**config.mk**
```make
export PLATFORM = sky130hd
export DESIGN_NAME = sit_orient
export DESIGN_NICKNAME = d
export VERILOG_FILES = /design/src/hdl/sit_pkg.sv /design/src/hdl/sit_orient.sv
export SDC_FILE = /design/constraint.sdc
export NUM_CORES = 2
export LEC_CHECK = 0
export BUFFER_PORTS_ARGS = -buffer_cell sky130_fd_sc_hd__buf_2
export CORE_MARGIN = 5
export CORE_UTILIZATION = 31
export CTS_CLUSTER_SIZE = 20
export DETAILED_ROUTE_END_ITERATION = 6
export GPL_TIMING_DRIVEN = 0
export SETUP_SLACK_MARGIN = 0.15
export SYNTH_ARGS = -nofsm -noshare
export SYNTH_HDL_FRONTEND = slang
export SYNTH_SLANG_ARGS = --single-unit
```
**constraint.sdc**
```tcl
create_clock -name clk -period 7.2 [get_ports clk]
set_input_delay 0.72 -clock clk [delete_from_list [all_inputs] [get_ports clk]]
set_output_delay 0.72 -clock clk [all_outputs]
set_load 0.05 [all_outputs]
```
**src/hdl/sit_pkg.sv**
```systemverilog
`timescale 1ns / 1ps
// ----------------------------------------------------------------------------
// sit_pkg
// Shared constants and types for the segment intersection test core.
// ----------------------------------------------------------------------------
package sit_pkg;

  // default coordinate width
  localparam int COORD_WIDTH_DEF = 16;

  // sign of one orientation cross product; both low means zero
  typedef struct packed {
    logic pos;
    logic neg;
  } sit_sign_t;

endpackage

```
**src/hdl/sit_orient.sv**
```systemverilog
`timescale 1ns / 1ps
// ----------------------------------------------------------------------------
// sit_orient
// Three-stage pipelined orientation: sign of (q - p) x (r - p).
// ----------------------------------------------------------------------------
module sit_orient import sit_pkg::*; #(
  parameter int COORD_WIDTH = COORD_WIDTH_DEF
) (
  input  logic                          clk,
  input  logic signed [COORD_WIDTH-1:0] p_x,
  input  logic signed [COORD_WIDTH-1:0] p_y,
  input  logic signed [COORD_WIDTH-1:0] q_x,
  input  logic signed [COORD_WIDTH-1:0] q_y,
  input  logic signed [COORD_WIDTH-1:0] r_x,
  input  logic signed [COORD_WIDTH-1:0] r_y,
  output sit_sign_t                     sign_o
);

  localparam int DW = COORD_WIDTH + 1;      // difference width
  localparam int PW = 2 * COORD_WIDTH + 2;  // product width
  localparam int CW = 2 * COORD_WIDTH + 3;  // cross product width

  // stage 1: differences
  logic signed [DW-1:0] dqx_r, dqy_r, drx_r, dry_r;
  logic signed [DW-1:0] dqx_nxt, dqy_nxt, drx_nxt, dry_nxt;
  // stage 2: products
  logic signed [PW-1:0] m1_r, m2_r, m1_nxt, m2_nxt;
  // stage 3: sign
  sit_sign_t            sign_r, sign_nxt;
  logic signed [CW-1:0] cross_prod;

  assign dqx_nxt = DW'(q_x) - DW'(p_x);
  assign dqy_nxt = DW'(q_y) - DW'(p_y);
  assign drx_nxt = DW'(r_x) - DW'(p_x);
  assign dry_nxt = DW'(r_y) - DW'(p_y);

  assign m1_nxt = PW'(dqx_r) * PW'(dry_r);
  assign m2_nxt = PW'(drx_r) * PW'(dqy_r);

  always_comb begin
    cross_prod   = CW'(m1_r) - CW'(m2_r);
    sign_nxt.neg = cross_prod[CW-1];
    sign_nxt.pos = !cross_prod[CW-1] && (cross_prod != '0);
  end

  always_ff @(posedge clk) begin
    dqx_r  <= dqx_nxt;
    dqy_r  <= dqy_nxt;
    drx_r  <= drx_nxt;
    dry_r  <= dry_nxt;
    m1_r   <= m1_nxt;
    m2_r   <= m2_nxt;
    sign_r <= sign_nxt;
  end

  assign sign_o = sign_r;

endmodule

```
# [Yosys cells after proc, flatten, opt, wreduce, memory -nomap -nowiden]
# Cells that the tools add are included.
[classes] addsub=5 n_mux=0 mul=2 n_div=0 reduce_logical=3 eq_ne=0 shifts=0 bitwise=0 order_cmp=0
[ops] op="multiplier 17 x 17 -> 34 bit" n=2
[ops] op="subtractor 16 x 16 -> 17 bit" n=4
[ops] op="nonzero test 35 bit" n=1
[ops] op="subtractor 34 x 34 -> 35 bit" n=1
[ops] op="logical AND 1 bit" n=1
[ops] op="logical NOT 1 bit" n=1
[totals] out_inout_bits=2 ramBits=0 register_bits=138 n_memories=0 latchBits=0 in_bits=97 rom_bits=0 wordCells=18

# [Longest topological paths before layout]
[depth] ltp_word=3 depth_mapped=26 depth_no_buf=24

# [Worst setup path after synthesis]
# Ideal clock, no wire load.
[synth_timing] kind="flip-flop to flip-flop" from="register dry_r[8]" to="register m1_r[33]" t_required_ns=7.080 path_stages_with_launch=25 synth_period_minus_slack_ns=6.404 t_arrival_ns=6.284 setup_ns=0.120 path_slack_ns=0.796 path_buffers=2 path_cell_list="dfxtp_1 clkbuf_1 clkbuf_1 nand2_1 fa_1 inv_1 fa_1 inv_1 fa_1 inv_1 fa_1 fa_1 inv_1 fa_1 inv_1 ha_1 nand2_1 or3_1 o211ai_1 a41oi_2 a2111oi_2 a41oi_1 o31ai_1 a21oi_1 xnor2_1"
[synth_between] elab_chain_cells=1
[synth_rtl] element="start: declaration" line_no="sit_orient.sv:24" text="logic signed [DW-1:0] dqx_r, dqy_r, drx_r, dry_r;"
[synth_rtl] element="start signal: assignment" line_no="sit_orient.sv:50" text="dry_r <= dry_nxt;"
[synth_rtl] element="multiplier 17 x 17 -> 34 bit" line_no="sit_orient.sv:37" text="assign m1_nxt = PW'(dqx_r) * PW'(dry_r);"
[synth_rtl] element="named net m1_nxt[33]" line_no="sit_orient.sv:27" text="logic signed [PW-1:0] m1_r, m2_r, m1_nxt, m2_nxt;"
[synth_rtl] element="end signal: assignment" line_no="sit_orient.sv:51" text="m1_r <= m1_nxt;"
[synth_rtl] element="end: declaration" line_no="sit_orient.sv:27"
# The timed path passes the listed nets, and every way through them passes these cells.

# [Final worst setup path]
[layout_timing] from="register dqx_r[11]" to="register m1_r[33]"
[layout_between] elab_chain_cells=1
[layout_rtl] element="start: declaration" line_no="sit_orient.sv:24"
[layout_rtl] element="start signal: assignment" line_no="sit_orient.sv:47" text="dqx_r <= dqx_nxt;"
[layout_rtl] element="multiplier 17 x 17 -> 34 bit" line_no="sit_orient.sv:37"
[layout_rtl] element="named net m1_nxt[33]" line_no="sit_orient.sv:27"
# The timed path passes the listed nets, and every way through them passes these cells.

==> out/metrics.cfg <==
[sta]
fin_crit_ns=6.87
rsz0062_at_grt=yes
fin_crit_sh_pct=95.4
slew_headroom_pct=51.4
hold_viol=0
fin_skew_ns=0.0108
setup_viol=0
fmax_mhz=146
maxSlewViolCount=0
worst_pin_slew_ns=0.723
hold_slack_ns=0.568

[yosys]
yosys_warnings=0
yosys-top-cells-area=fa_1, ha_1, dfxtp_1, inv_1, and2_1
yosysTopAreaCellShare_pct=40.9
yosysTopAreaCell=fa_1
synthCells=3226
ys_seq_area_share_pct=9.44
syn_nets=4188
ys_ff_latch=138
synthDistinctLibCells=73
synth_edf_count=0
postSynthAreaPerCell_um2=9.07
syn_area_mm2=0.0293
async_flop_share_pct=0
synth_top_flop_cell=dfxtp_1

[clocking]
tritoncts=yes
postCtsHoldBufs=0
clk_pin_slew_ns=0.06
clk_latency_ns=0.45
htree_levels=4
cts.sinks=138
cts-root-buf=clkbuf_16
cts_buffer_depth=2
cts_buffers=17

[drt]
first_pass_iters=6
drt-wirelength-per-cell_um=17.0
wl_um=78600
detail-route-antenna-nets=0
num_vias=21561
viasPerCell=4.66
drt-initial-drc-count=1268
drc=0

[placement]
dpl.hpwl_um=68100
place.gp.congestion=0.894
port_buffers=98
placed_cell_area_mm2=0.0313

[critical_path]
cp_data_required_time_ns=7.55
crit_fanout=10
crit_path_start_kind=register
worstPathArrival_ns=7.22
path_class=register to register
end_kind=register

[cells_and_area]
final_cell_mix=inv_1, fa_1, nand2_1
drive_gt1_share_pct=8.25
final_area_mm2=0.0323
fillers=9742
final_common_cell=inv_1
fin_nets=4308
syn_to_final_growth_pct=10.3

[global_routing]
overflow=0
grt.total_usage_pct=16.1
grt_pass1_vias=22412
grt_pass1_wl_um=125000
grt_antenna_before_repair=24
grt_max_degree=17

[floorplanning]
dieWidth_um=317
start_util_pct=31.3
io_pins=99
core-area_mm2=0.0935
die_height_um=317
rows=112
die_area_mm2=0.101

[hold_path]
min_path_type=input pin to register

[status]
status=completed

[job]
maxCapViolations=0

## timing repair
item                                    CTS  global route
pin swaps                                 1             7
endpoints found under the setup margin   15            11
resized for setup                       100           113
cloned                                    0             0
buffers inserted                          0             3
endpoints found under the hold margin     0             0
## cell type report
class	count	area, um^2	share of cell area [%]
plain buffers	83	505	1.57
inverters	699	2620	8.13
clock buffers	19	433	1.34
well taps	1254	1570	4.86
multi-input cells	2306	23600	73.2
diodes	10	25.0	0.0775
clock inverters	13	144	0.446
repair buffers	101	513	1.59
flip-flops and latches	138	2830	8.78
## final timing paths
path                                start       end  slack [ns]  depth (start not counted)
worst max register to register  dqx_r[11]  m1_r[33]        0.33                         21
worst min-delay path               p_y[0]  dry_r[0]        0.57                          3
worst max-delay path            dqx_r[11]  m1_r[33]        0.33                         21
worst min register to register   dqy_r[0]   m2_r[0]        0.63                          1
## cells by family after synthesis
group	synth area share, %
simple gates	16.2
fa+ha+maj	52.3
buf+inv	10.1
compound gates	8.19
flops	9.44
xor+xnor	3.53
mux	0.278
## critical path, cell delays in order (launching register included)
cell       delay, ns
dfxtp_4         0.44
clkbuf_4        0.28
nand2_1         0.10
fa_1            0.51
fa_1            0.53
fa_1            0.51
inv_1           0.05
fa_1            0.51
fa_1            0.50
inv_1           0.05
fa_1            0.47
inv_1           0.05
ha_1            0.38
nand2_1         0.13
or3_1           0.37
o211ai_1        0.28
a41oi_2         0.22
a2111oi_4       0.48
a41oi_2         0.25
o31ai_2         0.28
a21oi_1         0.11
xnor2_1         0.25
## through the flow
step	utilization [%]	setup TNS [ns]	instances	worst slack [ns]
after floorplan	-	0	3226	0.796
after global placement	33.5	-1.74	4578	-0.524
after detailed placement	33.5	-2.21	4578	-0.626
after CTS	34.3	0	4610	0.144
after global routing	34.5	0	4614	0.106
final	34.5	0	4623	0.331
## registers in the layout, summed over array words and instances (netlist names)
signal,flops
dqx_r,17
dqy_r,17
drx_r,17
dry_r,17
m1_r,34
m2_r,34
sign_o,2
## metal layers
layer,routed length [um],global-route usage [%],up-vias
met2,35700,26.0,539
met3,5960,3.13,84
li1,-,-,10137
met5,95,0,-
met4,1450,3.13,12
met1,35400,22.9,10789
## synth_stat cells (36+ instances only)
library cell	instances
nand2_1	340
xnor2_1	96
inv_1	699
a21oi_1	88
dfxtp_1	138
and2_1	300
o21ai_0	72
a21o_1	36
clkbuf_1	77
fa_1	597
nor2_1	142
ha_1	268
Power is left out: the tool's default activity adds up to more than one toggle a clock period on the data nets, which glitch-free logic cannot reach.
